==> src/ppdf_pkg.sv <==
package ppdf_pkg;

  // field widths
  localparam int BYTE_W   = 8;
  localparam int PAT_W    = 16;
  localparam int LEN_W    = 11;
  localparam int REG_IDX_W = 2;

  // largest limit the max_payload register can hold
  localparam int MAX_REG_LIMIT = (1 << LEN_W) - 1;

  // parameter defaults
  localparam int PRE_LEN_DEF     = 2;
  localparam int POST_LEN_DEF    = 2;
  localparam int MAX_PAYLOAD_DEF = 1024;

  // register reset values
  localparam logic [PAT_W-1:0] PRE_PAT_RST  = '0;
  localparam logic [PAT_W-1:0] POST_PAT_RST = '0;
  localparam logic [LEN_W-1:0] MAX_PAY_RST  = LEN_W'(64);

  // configuration register indexes
  typedef enum logic [REG_IDX_W-1:0] {
    REG_PREAMBLE    = 2'd0,
    REG_POSTAMBLE   = 2'd1,
    REG_MAX_PAYLOAD = 2'd2
  } cfg_reg_t;

  // configuration write payload
  typedef struct packed {
    logic [REG_IDX_W-1:0] reg_index;
    logic [PAT_W-1:0]     wdata;
  } ppdf_cfg_t;

  // one received byte
  typedef struct packed {
    logic [BYTE_W-1:0] rx_byte;
  } ppdf_in_t;

  // one result per received byte
  typedef struct packed {
    logic              stored;
    logic [LEN_W-1:0]  store_index;
    logic [BYTE_W-1:0] store_byte;
    logic              overflow;
    logic              frame_end;
    logic              frame_delivered;
    logic [LEN_W-1:0]  payload_length;
  } ppdf_out_t;

endpackage

==> src/ppdf_matcher.sv <==
module ppdf_matcher import ppdf_pkg::*; #(
  parameter int LEN = PRE_LEN_DEF
) (
  input  logic              clk,
  input  logic              rst_n,
  input  logic              step,
  input  logic [BYTE_W-1:0] rx_byte,
  input  logic [PAT_W-1:0]  pattern,
  output logic              hit
);

  localparam int PW = (LEN > 1) ? $clog2(LEN) : 1;

  logic [PW-1:0]     pos_r;
  logic [PW-1:0]     pos_nxt;
  logic [BYTE_W-1:0] expected;

  // pattern byte at the current position, zero past the second byte
  always_comb begin
    if (pos_r == '0) begin
      expected = pattern[BYTE_W-1:0];
    end else if (pos_r == PW'(1)) begin
      expected = pattern[2*BYTE_W-1:BYTE_W];
    end else begin
      expected = '0;
    end
  end

  // advance on a match, restart and recheck against the first byte otherwise
  always_comb begin
    hit     = 1'b0;
    pos_nxt = pos_r;
    if (rx_byte == expected) begin
      if ((32'(pos_r) + 32'd1) >= 32'(LEN)) begin
        hit     = 1'b1;
        pos_nxt = '0;
      end else begin
        pos_nxt = pos_r + PW'(1);
      end
    end else if (rx_byte == pattern[BYTE_W-1:0]) begin
      pos_nxt = PW'((LEN > 1) ? 1 : 0);
    end else begin
      pos_nxt = '0;
    end
  end

  always_ff @(posedge clk) begin
    if (!rst_n) begin
      pos_r <= '0;
    end else if (step) begin
      pos_r <= pos_nxt;
    end
  end

endmodule

==> config.mk <==
export PLATFORM = sky130hd
export DESIGN_NAME = ppdf_matcher
export DESIGN_NICKNAME = d
export VERILOG_FILES = /design/src/ppdf_pkg.sv /design/src/ppdf_matcher.sv
export SDC_FILE = /design/constraint.sdc
export NUM_CORES = 1
export LEC_CHECK = 0
export BUFFER_PORTS_ARGS = -buffer_cell sky130_fd_sc_hd__buf_2
export CAP_MARGIN = 20
export CORE_AREA = 2 2 39 41
export CTS_CLUSTER_SIZE = 30
export DETAILED_ROUTE_END_ITERATION = 8
export DIE_AREA = 0 0 41 43
export GPL_ROUTABILITY_DRIVEN = 1
export GPL_TIMING_DRIVEN = 0
export SYNTH_ARGS = -nofsm -noshare
export SYNTH_HDL_FRONTEND = slang
export SYNTH_SLANG_ARGS = --single-unit
==> constraint.sdc <==
create_clock -name clk -period 5 [get_ports clk]
set_clock_uncertainty 0.15 [all_clocks]
set_input_delay 0.5 -clock clk [delete_from_list [all_inputs] [get_ports clk]]
set_output_delay 0.5 -clock clk [all_outputs]
set_load 0.01 [all_outputs]
; After elaboration in Yosys (flattened, before gate mapping)
; Cells that the tools add are included.
[op_classes]
add_sub_neg = 2
order_cmp = 1
eq_ne = 2
muxes = 6
[ops]
columns = operator, n
row1 = == test 8 bit, 2
row2 = two-way mux 8 bit, 1
row3 = two-way mux 1 bit, 5
row4 = adder 1 x 1 -> 2 bit (second input constant), 1
row5 = greater-or-equal comparator 2 bit (second input constant), 1
row6 = adder 1 bit (second input constant), 1
[word_totals]
reg_bits = 1
inputBits = 27
output_inout_bits = 1

; Logic depth before layout (Yosys ltp)
; Gate-level depths: netlist (run 1).
[depth]
depth_word = 4
depth_mapped = 6
ltp_nobuf = 5

; Worst setup path after synthesis (run 1)
; Ideal clock, no wire load.
[synth_timing]
kind = register to output
start = reg pos_r
end = out hit
arrival_time_ns = 1.346
slack_ns = 3.004
stages_incl_launch_ff = 6
path_cell_list = dfxtp_1 > buf_6 > mux2i_1 > xnor2_1 > nor4_2 > and3_2
[synth_via]
elab_chain_len = 4
[synth_lines]
columns = element, line
row1 = start: declaration, ppdf_matcher.sv:14  ; logic [PW-1:0] pos_r;
row2 = start signal: assignment, ppdf_matcher.sv:51  ; pos_r <= pos_nxt;
row3 = adder 1 x 1 -> 2 bit, ppdf_matcher.sv:34  ; if ((32'(pos_r) + 32'd1) >= 32'(LEN)) begin
row4 = greater-or-equal comparator 2 bit, ppdf_matcher.sv:34
row5 = two-way mux 1 bit, ppdf_matcher.sv:34
row6 = two-way mux 1 bit (*), ppdf_matcher.sv:33  ; if (rx_byte == expected) begin
row7 = end: declaration, ppdf_matcher.sv:9  ; output logic hit
; Every way passes the cells marked *; elsewhere a longest branch is shown, timed or not.

; Final worst setup path (run 1)
[layout_timing]
start = in pattern[1]
end = out hit
[layout_via]
elab_chain_len = 3
[layout_lines]
columns = element, line
row1 = start: declaration, ppdf_matcher.sv:8  ; input logic [PAT_W-1:0] pattern,
row2 = two-way mux 8 bit, ppdf_matcher.sv:20  ; if (pos_r == '0) begin
row3 = == test 8 bit, ppdf_matcher.sv:33
row4 = two-way mux 1 bit, ppdf_matcher.sv:33
; Every way passes these cells.

==> results.md, run 1 <==
STA:
- Of the available clock period, the critical path in the final layout requires 0.442.
- The slew at the pin closest to its max-slew limit is ~0.30 ns.
- The number of hold violations in the final report is 0.
- The number of failing setup endpoints in the final timing report is 0.
- Setup repair after global routing left no endpoint under its margin.
- The number of slew-limit violations in the final report is 0.
- The minimum period implied by the final worst setup slack is roughly 2.2 ns.
- The worst pin sits at a relative slew slack of 0.799.
- The accumulated negative setup slack is 0 ns.
- Hold timing on the final database bottoms out at a slack of ~0.53 ns.
- The maximum clock frequency is approximately 450 MHz.

Setup path:
- The cell family contributing the most delay on the critical path is simple AND/OR/NAND/NOR gates.
- Data on the critical path is required at its endpoint by between 4 and 5 ns.
- The most frequent cell on the critical path is buf_2.
- STA classifies the critical path startpoint as a primary input.
- Of all nets on the critical path, the largest fanout is 3.
- The critical path arrival is 1.56 ns.
- The kind of capture point of the worst setup path is a primary output.
- The start-to-end type of the worst setup path is in2out.
- The critical path buffer and inverter count is 2.
- In this design, the stage delay of the slowest critical-path cell is between 0.3 and 0.4 ns.
- Among all stages on the critical path, the largest delay is contributed by nor4_2.
- The signal on the critical path passes through buf_2 -> mux2i_1 -> xnor2_1 -> nor4_2 -> and3_2 -> buf_2.

GRT:
- The initial antenna violation count is 0.
- Entering global routing, the biggest net connects 11 pins.
- The leftover overflow at the end of global routing is 0.
- The first-pass GRT wire length is approximately 980 um.
- The number of global-route vias before repair was about 270.
- In the global route stage, overall resource usage came out at 0.0729.

Route:
- The total wirelength of the detailed-routed design is between 700 and 800 um.
- The routed layout has 363 vias.
- After detailed routing, the average wire length per cell comes to around 9.3 um.
- The average vias per placed instance is about 4.5.
- The number of detailed-route iterations in the first pass is 2.
- After detailed routing, the number of remaining DRC violations is 0.
- The DRC violation total after the first TritonRoute iteration is 3.
- The number of routed nets with antenna violations is 0.

Placed design:
- The final HPWL from detailed placement is 669 um.
- Routability-driven placement finished with a final weighted congestion of between 0.6 and 0.7.
- Buffers placed on the I/O ports in this run total 27.

Floorplan:
- The die height is approximately 43 um.
- The initial standard-cell utilization of the core is 0.246.
- Row generation in the floorplan step produced 14 rows.
- The I/O pin total is 28.
- The floorplan step defined a core boundary enclosing roughly 1400 um^2.
- The die area is around 1800 um^2.
- The die span in x is approximately 40 um.

Clock tree:
- Post-CTS timing repair inserted 0 buffers for setup.
- The clock latency on the worst-skew pair is 0 ns.
- Gates resized during post-CTS repair numbered 0.
- The clock transition time at the flip-flop clock pins of the worst setup and hold paths is 0 ns.
- Hold repair after CTS inserted 0 buffers.

Final layout:
- The filler cells instantiated in the layout total ~150.
- The most common library cell in the layout ignoring fill and taps is buf_2.
- The largest register by flop count is pos_r.
- The largest registers in the layout are pos_r x1.
- The number of nets in the finished design is 93.
- The top cell types in the final layout, fill and taps aside, are buf_2, xnor2_1, mux2i_1.
- In the final layout, the share of cells above drive strength 1 is 0.500.
- The flip-flop count of the largest register, all copies and words added is 1.
- 0 antenna diodes ended up in the layout.
- The area growth from synthesis to layout is 45.6%.

Synthesis:
- xnor2_1 takes more of the synthesized area than any other cell.
- The number of nets in the synthesized netlist is 64.
- The count of mapped cells out of synthesis is 37.
- The synthesized area divided by synthesized cell count is between 9 and 10 um^2.
- In this run the cell area of the synthesized design comes to approximately 340 um^2.
- The number of library cell types mapped by synthesis is 11.
- After synthesis the netlist holds a flip-flop and latch count of 1.
- The number of warnings reported in the yosys synthesis log is 0.
- The share of synthesized area in the top cell type comes to 0.412.
- The sequential cell area fraction in the yosys report is 0.0588.
- Ranked by total cell area, the synthesized netlist is headed by xnor2_1, mux2i_1, nor4_2, dfxtp_1, nand3b_1.

Run:
- The max-capacitance violation count is 0.

Power and ir drop:
- The worst IR drop on VDD is approximately 24 uV.
- The power density over cell area is 82.4 nW/um^2.
- The overall power of the completed layout is around 41 uW.
- The leakage power figure is between 0.15 and 0.2 nW.

Status:
- The run finished with clean final reports.

Hold path:
- The classification of the worst-slack hold path is reg2reg.
synth_stat cells:
cell type and n:
xnor2_1 16, mux2i_1 8, nand3_1 2, nand3b_1 2, nand4_1 2, nor4_2 2
a2111oi_1 1, and2b_2 1, and3_2 1, buf_6 1, dfxtp_1 1
layout make-up:
class	instances	area [um^2]	area share
multi-input cells	35	309	0.624
repair buffers	27	135	0.273
flip-flops and latches	1	20.0	0.0404
well taps	16	20.0	0.0404
plain buffers	1	11.3	0.0227
report_power, final:
| part | internal, mW | switching (mW) |
|---|---|---|
| Combinational | 0.0187 | 0.0139 |
| Clock | 0 | 0 |
| Sequential | 0.00819 | 0.0000323 |
| Total | 0.0269 | 0.0139 |
stage by stage:
step	setup WS [ns]	utilization	area (um^2)	std cells
3_5_place_dp	2.78	0.358	495	80
4_1_cts	2.78	0.358	495	80
3_3_place_gp	2.79	0.358	495	80
2_1_floorplan	3.00	-	340	37
5_1_grt	2.70	0.358	495	80
6_report	2.79	0.358	495	80
kinds of logic after synthesis:
logic type / share of synthesized area
XOR/XNOR: 0.412
buffers and inverters: 0.0331
multiplexers: 0.235
flip-flops: 0.0588
AND/OR/NAND/NOR: 0.232
AO/OA/AOI/OAI: 0.0294
tightest hold or removal path, cell delays in order (launching register included):
cell      delay [ns]
dfxtp_1         0.30
buf_6           0.15
nand3b_1        0.09
nand3b_1        0.07
path summary, 6_finish.rpt:
kind | slack (ns) | endpoint | start | depth (start not counted)
worst min-delay path | 0.53 | pos_r | pos_r | 3
worst min register to register | 0.53 | pos_r | pos_r | 3
worst max-delay path | 2.79 | hit | pattern[1] | 6
worst max register to register | 3.26 | pos_r | pos_r | 6
metal layers:
metal | vias to the layer above | GRT usage | routed length, um
met5 | - | 0 | 0
met4 | 0 | 0 | 0
met3 | 0 | 0 | 66
met2 | 16 | 0.131 | 368
met1 | 158 | 0.0981 | 310
li1 | 189 | - | -
(Power assumes the default switching activity.)
==> inputs of run 2 (changes only) <==
--- a/config.mk
+++ b/config.mk
@@ -5,6 +5,7 @@
 export SDC_FILE = /design/constraint.sdc
 export NUM_CORES = 1
 export LEC_CHECK = 0
+export ABC_AREA = 1
 export BUFFER_PORTS_ARGS = -buffer_cell sky130_fd_sc_hd__buf_2
 export CAP_MARGIN = 20
 export CORE_AREA = 2 2 39 41
@@ -13,6 +14,7 @@
 export DIE_AREA = 0 0 41 43
 export GPL_ROUTABILITY_DRIVEN = 1
 export GPL_TIMING_DRIVEN = 0
+export PLACE_DENSITY = 0.66
 export SYNTH_ARGS = -nofsm -noshare
 export SYNTH_HDL_FRONTEND = slang
 export SYNTH_SLANG_ARGS = --single-unit
==> constraint.sdc (replaced) <==
create_clock -name clk -period 2.2 [get_ports clk]
set_clock_uncertainty 0.15 [all_clocks]
set_input_delay 0.22 -clock clk [delete_from_list [all_inputs] [get_ports clk]]
set_output_delay 0.22 -clock clk [all_outputs]
set_load 0.01 [all_outputs]
==> results.md, run 2 <==
Synthesis:
- After synthesis, the mean cell area works out to approximately 5.1 um^2.
- When the netlist entered floorplanning its net count stood at between 100 and 150.
- The number of library cell types mapped by synthesis is 13.
- The summed instance area of the synthesized netlist is 449 um^2.
- The sequential cell area fraction in the yosys report is 0.0446.
- The proportion of register bits with asynchronous set or reset after synthesis is 0.
- The count of mapped cells out of synthesis is 88.
- Of the post-synthesis cell area, the dominant cell type holds 0.359.
- The number of warnings reported in the yosys synthesis log is 0.
- The flip-flop and latch count after synthesis is 1.
- Ranked by total cell area, the synthesized netlist is headed by nand2_1, xnor2_1, inv_1, nand3_1, nand3b_1.
- The most used standard cell by instance count after synthesis is nand2_1.
- nand2_1 takes more of the synthesized area than any other cell.
- In the synthesized netlist the dominant register cell turns out to be dfxtp_1.
- Sorting the synthesized cells by how often they occur yields nand2_1, inv_1, xnor2_1.
- The synthesized design contains 0 enable-type register cells.

STA:
- The worst setup slack after layout is about 0.63 ns.
- The slew at the pin closest to its max-slew limit is between 0.1 and 0.15 ns.
- The accumulated negative setup slack is 0 ns.
- The minimum period implied by the final worst setup slack is 1.57 ns.
- Dividing the final minimum period by the clock period gives 0.715.
- The maximum clock frequency is 636 MHz.
- The number of slew-limit violations in the final report is 0.
- The number of hold violations in the final report is 0.
- Setup repair after global routing left no endpoint under its margin.
- The relative slew slack is 0.907.
- Setup violations remaining at the end of the flow were counted as 0.

Setup path:
- The slowest cell on the critical path is dfxtp_1.
- Following the worst setup path forward leads to its endpoint at hit.
- STA classifies the critical path startpoint as a register.
- Walking the worst path, the cells encountered are inv_2 -> buf_6 -> nand2_2 -> nand3b_1 -> nand2_1 -> nand2_1 -> nor2_2 -> nand2_1 -> nor2_1 -> buf_2.
- In this design, the critical path's most frequently occurring cell is nand2_1.
- For the worst flop-to-flop path, the logic depth is 12.
- The maximum fanout count along the critical path is 10.
- For this run, the slowest stage of the critical path takes around 0.34 ns.
- The start point of the critical path is pos_r.
- For the worst setup path, the data arrival time is around 1.2 ns.
- The worst path required time is ~1.8 ns.
- The kind of capture point of the worst setup path is a primary output.
- Setup slack on the worst reg-to-reg path comes out at ~0.75 ns.
- In this run the critical register-to-register path is captured at pos_r.
- The worst setup path is of the reg2out kind.
- The startpoint identified for the worst register-to-register timing path is pos_r.

GRT:
- The initial antenna violation count is 0.
- Entering global routing, the biggest net connects 11 pins.
- The leftover overflow at the end of global routing is 0.
- In the global route stage, overall resource usage came out at 0.119.
- The number of global-route vias before repair is between 400 and 500.
- The first-pass GRT wire length is approximately 1600 um.

Final layout:
- The signed area change from the synthesized netlist to the final layout is 34.5%.
- 0 antenna diodes ended up in the layout.
- The number of fill cells is 151.
- The library cell used most frequently in the layout, excluding fill and tap cells, is nand2_1.
- For this run, the number of standard cells in the final layout without fillers is between 100 and 150.
- The largest registers in the layout are pos_r x1.
- Once layout is complete, the utilization of the core stands at 0.437.
- The share of cells above drive strength 1 is 0.313.
- The flip-flop count of the largest register, all copies and words added was 1.
- In the layout the commonest cells are nand2_1, buf_2, inv_1, xnor2_1, nand3_1.
- The number of nets in the finished design is between 100 and 150.
- More flip-flops sit in one register than any other, and that register is pos_r.

Route:
- Dividing the detail-routed wire length by the instance count gives roughly 7.6 um.
- The first TritonRoute pass finished after 4 iterations.
- In this run the remaining antenna-violating nets after routing total 0.
- The DRC violation total after the first TritonRoute iteration is 11.
- In the routed design, unresolved DRC markers number 0.
- The overall via count from detail_route is 561.
- The final layout contains routed wiring with a total length of about 1000 um.
- The average vias per placed instance is around 4.3.

Clock tree:
- Once the clock tree was built, the resizer swapped 0 gates to a different size.
- The clock transition time at the flip-flop clock pins of the worst setup and hold paths is 0 ns.
- The number of buffers added to fix hold violations after cts is 0.
- The number of setup buffers added after CTS is 0.
- The clock latency on the worst-skew pair is 0 ns.

Power and ir drop:
- The power density over cell area is between 150 and 200 nW/um^2.
- The leakage power figure is between 0.3 and 0.4 nW.
- Summing internal, switching and leakage power gives between 100 and 150 uW.
- The worst-case IR drop observed on VDD is about 64 uV.

Floorplan:
- 28 I/O pins were placed.
- The number of rows created at floorplan is 14.
- The die area is about 1800 um^2.
- The total area inside the core boundary comes to between 1000 and 1500 um^2.
- The die height is between 40 and 50 um.
- The die span in x is a little over 40 um.
- The initial standard-cell utilization of the core is 0.325.

Placed design:
- Counting tap cells, the placed design contains a total of around 130 instances.
- The final HPWL from detailed placement is 867 um.
- Input and output buffers added on the ports amount to 27.
- The worst slack after detailed placement is just over 0.6 ns.
- At the end of routability-driven placement, the weighted congestion stood at around 0.69.

Run:
- The tool flagged a number of max-cap violations equal to 0.

Hold path:
- The worst hold path belongs to the class in2reg.

Status:
- The run finished with clean final reports.
-- run 2: cell types whose count changed after synthesis, moves of 2 or more --
cell,delta
nor4_2,-2
inv_1,+11
nand2_2,+4
nor2_1,+2
nand3b_1,+2
nand2_1,+43
mux2i_1,-8
nand3_1,+5
nor2_2,+2
xnor2_1,-8
-- run 2: stage by stage --
| stage | hold WS, ns | cell area, um^2 |
|---|---|---|
| floorplan | 0.231 | 449 |
| global placement | 0.361 | 604 |
| detailed placement | 0.370 | 604 |
| CTS | 0.370 | 604 |
| global route | 0.415 | 604 |
| finish | 0.368 | 604 |
-- run 2: logic make-up after synthesis --
family | share of synthesized area
xor+xnor | 0.156
buf+inv | 0.150
simple gates | 0.632
compound gates | 0.0167
flops | 0.0446
-- run 2: cell type report --
type	instances	area, um^2	area share
multi-input cells	73	362	0.598
repair buffers	27	135	0.224
well taps	16	20.0	0.0331
flip-flops and latches	1	20.0	0.0331
inverters	12	45.0	0.0745
plain buffers	2	22.5	0.0373
-- run 2: power breakdown --
group          internal, mW  switching, mW  leakage (nW)
registers            0.0194       0.000741       0.00824
logic                0.0498         0.0496         0.357
clock network             0              0             0
total                0.0692         0.0503         0.366
-- run 2: layer usage --
metal	global-route usage	vias to the layer above	wire length [um]
met3	0	0	64
met5	0	-	0
met2	0.200	19	468
li1	-	322	-
met1	0.175	220	468
met4	0	0	0
-- run 2: worst min path at each step --
stage                      from  cells past startpoint  slack (ns)  endpoint
final                     rst_n                      4        0.37     pos_r
after floorplan            step                      3        0.23     pos_r
after global routing      rst_n                      4        0.42     pos_r
after detailed placement  rst_n                      4        0.37     pos_r
after global placement    rst_n                      4        0.36     pos_r
after CTS                 rst_n                      4        0.37     pos_r
-- run 2: critical path, delay by kind of cell (launching register included) --
| family | cells | cell delay [ns] |
|---|---|---|
| simple gates | 7 | 0.54 |
| buf+inv | 3 | 0.33 |
| flops | 1 | 0.34 |
==> inputs of run 3 (changes only) <==
--- a/config.mk
+++ b/config.mk
@@ -5,7 +5,7 @@
 export SDC_FILE = /design/constraint.sdc
 export NUM_CORES = 1
 export LEC_CHECK = 0
-export ABC_AREA = 1
+export ABC_AREA = 0
 export BUFFER_PORTS_ARGS = -buffer_cell sky130_fd_sc_hd__buf_2
 export CAP_MARGIN = 20
 export CORE_AREA = 2 2 39 41
@@ -14,7 +14,6 @@
 export DIE_AREA = 0 0 41 43
 export GPL_ROUTABILITY_DRIVEN = 1
 export GPL_TIMING_DRIVEN = 0
-export PLACE_DENSITY = 0.66
 export SYNTH_ARGS = -nofsm -noshare
 export SYNTH_HDL_FRONTEND = slang
 export SYNTH_SLANG_ARGS = --single-unit
==> constraint.sdc (replaced) <==
create_clock -name clk -period 1.6 [get_ports clk]
set_clock_uncertainty 0.15 [all_clocks]
set_input_delay 0.16 -clock clk [delete_from_list [all_inputs] [get_ports clk]]
set_output_delay 0.16 -clock clk [all_outputs]
set_load 0.01 [all_outputs]
==> results.md, run 3 (same netlist as run 1, synthesis figures left out) <==
Route:
- The DRC violation total after the first TritonRoute iteration is 2.
- The count of nets left with antenna violations once routing finished came out at 0.
- The DRC violation count after routing is 0.
- The overall via count from detail_route is between 300 and 400.
- The average vias per placed instance is 4.39.
- The final layout contains routed wiring with a total length of roughly 830 um.
- In the final routed layout, each cell accounts on average for a little over 9 um.
- The first TritonRoute pass finished after 2 iterations.

Status:
- The final reports fail on negative setup slack.
- The flow ran to the end, but the final reports show violations.

Floorplan:
- The die span in x is between 40 and 50 um.
- The initial standard-cell utilization of the core is 0.246.
- The die area is roughly 1800 um^2.
- For this design the top-level I/O count stands at 28.
- The die is 43 um tall.
- The area of the core is roughly 1400 um^2.
- After floorplanning, the core was divided into 14 placement rows.

Power and ir drop:
- The worst IR drop on VDD is 85.3 uV.
- The power density over cell area is 220 nW/um^2.
- The overall power of the completed layout is between 100 and 150 uW.
- The analysis attributes to cell leakage a power of around 0.26 nW.

GRT:
- The initial antenna violation count came to 0.
- Summed over all layers, the global routing overflow is 0.
- The total global routing track utilization is 0.105.
- The most used routing layer is met2.
- The met1 track utilization from global routing is 0.140.
- The met2 demand-to-capacity share in global routing is 0.191.
- In the global route stage, met3 resource usage came out at 0.
- The largest net degree at the start of global routing is 6.
- The first-pass GRT wire length is 1390 um.
- The number of global-route vias before repair is 361.

STA:
- At the pin with the least slew margin, the transition time is 0.251 ns.
- The accumulated negative setup slack is -0.491 ns.
- The number of failing setup endpoints in the final timing report is 2.
- The worst setup slack after layout is -0.258 ns.
- The relative slew slack is 0.831.
- The number of slew-limit violations in the final report came to 0.
- For this run, the top clock speed supported by timing is ~540 MHz.
- Setup repair after global routing could not meet its margin everywhere.
- The minimum period implied by the final worst setup slack is 1.86 ns.
- The final worst-path cycle share is 1.16.
- The number of hold violations in the final report came to 0.

Setup path:
- The maximum fanout count along the critical path is 5.
- The critical path arrival is 1.55 ns.
- The worst path required time is approximately 1.3 ns.
- The kind of start point of the critical path is a register.
- For flop-to-flop paths, the worst setup slack is -0.23 ns.
- The endpoint identified for the worst register-to-register timing path is pos_r.
- The depth of the worst register-to-register path is 8.
- The kind of capture point of the worst setup path is a primary output.
- The start point of the critical path is pos_r.
- The origin of the critical flop-to-flop path is pos_r.
- The start-to-end type of the worst setup path is reg2out.
- The end point of the critical path is hit.

Clock tree:
- The clock latency on the worst-skew pair is 0 ns.
- The number of buffers added to fix hold violations after cts is 0.
- After clock tree synthesis, the clock-pin slew on the worst setup and hold paths is 0 ns.

Final layout:
- The multi-input combinational cells in the finished layout cover a total of around 330 um^2.
- The number of nets in the finished design is 103.
- The number of fill cells is 147.
- In the final layout, the share of cells above drive strength 1 is 0.622.
- The largest registers in the layout are pos_r x1.
- The signed area change from the synthesized netlist to the final layout is 87.1%.
- The largest register by flop count is pos_r.
- The flip-flop count of the largest register, all copies and words added came to 1.
- The number of antenna diodes in the final layout is 0.
- Leaving out fill and tap cells, the most frequent cell in the layout is buf_2.
- In the layout the commonest cells are buf_2, xnor2_1, buf_4, mux2i_1.
- Across the whole layout, storage elements account for 23.8 um^2.

Placed design:
- Detailed placement ended at an HPWL of about 680 um.
- The count of port buffers added during placement is 27.
- The last weighted congestion value of the routability-driven placer is 0.619.

Hold path:
- In this run the worst hold path is classified as in2reg.

Run:
- The max-capacitance violation count is 0.
run 3: cell types whose count changed in the layout (fill, tap and decap cells not counted), sizes merged, moves of 5 or more:
| cell | before | now |
|---|---|---|
| mux2i | 0 | 8 |
| xnor2 | 8 | 16 |
| nand3 | 7 | 2 |
| inv | 12 | 0 |
| buf | 29 | 38 |
| nand2 | 47 | 0 |
run 3: where the power goes:
part / switching [mW] / total [mW] / internal, mW
Combinational: 0.0479 / 0.116 / 0.0678
Sequential: 0.000202 / 0.0242 / 0.0240
Clock: 0 / 0 / 0
run 3: per-layer routing:
layer	vias to the layer above	wire (um)
li1	209	-
met2	14	442
met3	0	55
met1	172	334
met4	0	0
met5	-	0
run 3: worst min-delay path by stage:
stage                from     to  slack [ns]  cells after the start
floorplan           rst_n  pos_r        0.17                      2
finish              rst_n  pos_r        0.29                      3
global route        rst_n  pos_r        0.32                      3
CTS                 rst_n  pos_r        0.30                      3
detailed placement  rst_n  pos_r        0.29                      3
global placement    rst_n  pos_r        0.30                      3
run 3: repair_timing:
action                     4_1_cts  5_1_grt
gates resized for setup          4        4
gates cloned                     1        0
setup buffers                    5        4
pin swaps                        5        4
setup endpoints to repair        2        2
run 3: stage by stage:
step	std cells	setup slack [ns]	hold WS [ns]	utilization	instance area (um^2)
6_report	90	-0.258	0.293	0.460	637
4_1_cts	86	-0.254	0.295	0.427	591
5_1_grt	90	-0.340	0.320	0.460	637
2_1_floorplan	37	-0.0428	0.167	-	345
3_3_place_gp	80	-0.237	0.300	0.362	500
3_5_place_dp	80	-0.276	0.294	0.362	500
run 3: critical path, cell delays in order, from the launching register on:
cell and delay, ns:
dfxtp_4 0.35, buf_8 0.11, buf_6 0.09, mux2i_2 0.21, xnor2_1 0.10, nor4_2 0.26, buf_4 0.16, and3_4 0.17
buf_6 0.09
run 3: cell type report:
class,count,area share
multi-input combinational,35,0.511
tap,16,0.0314
sequential,1,0.0373
timing repair buffer,37,0.397
buffer,1,0.0236
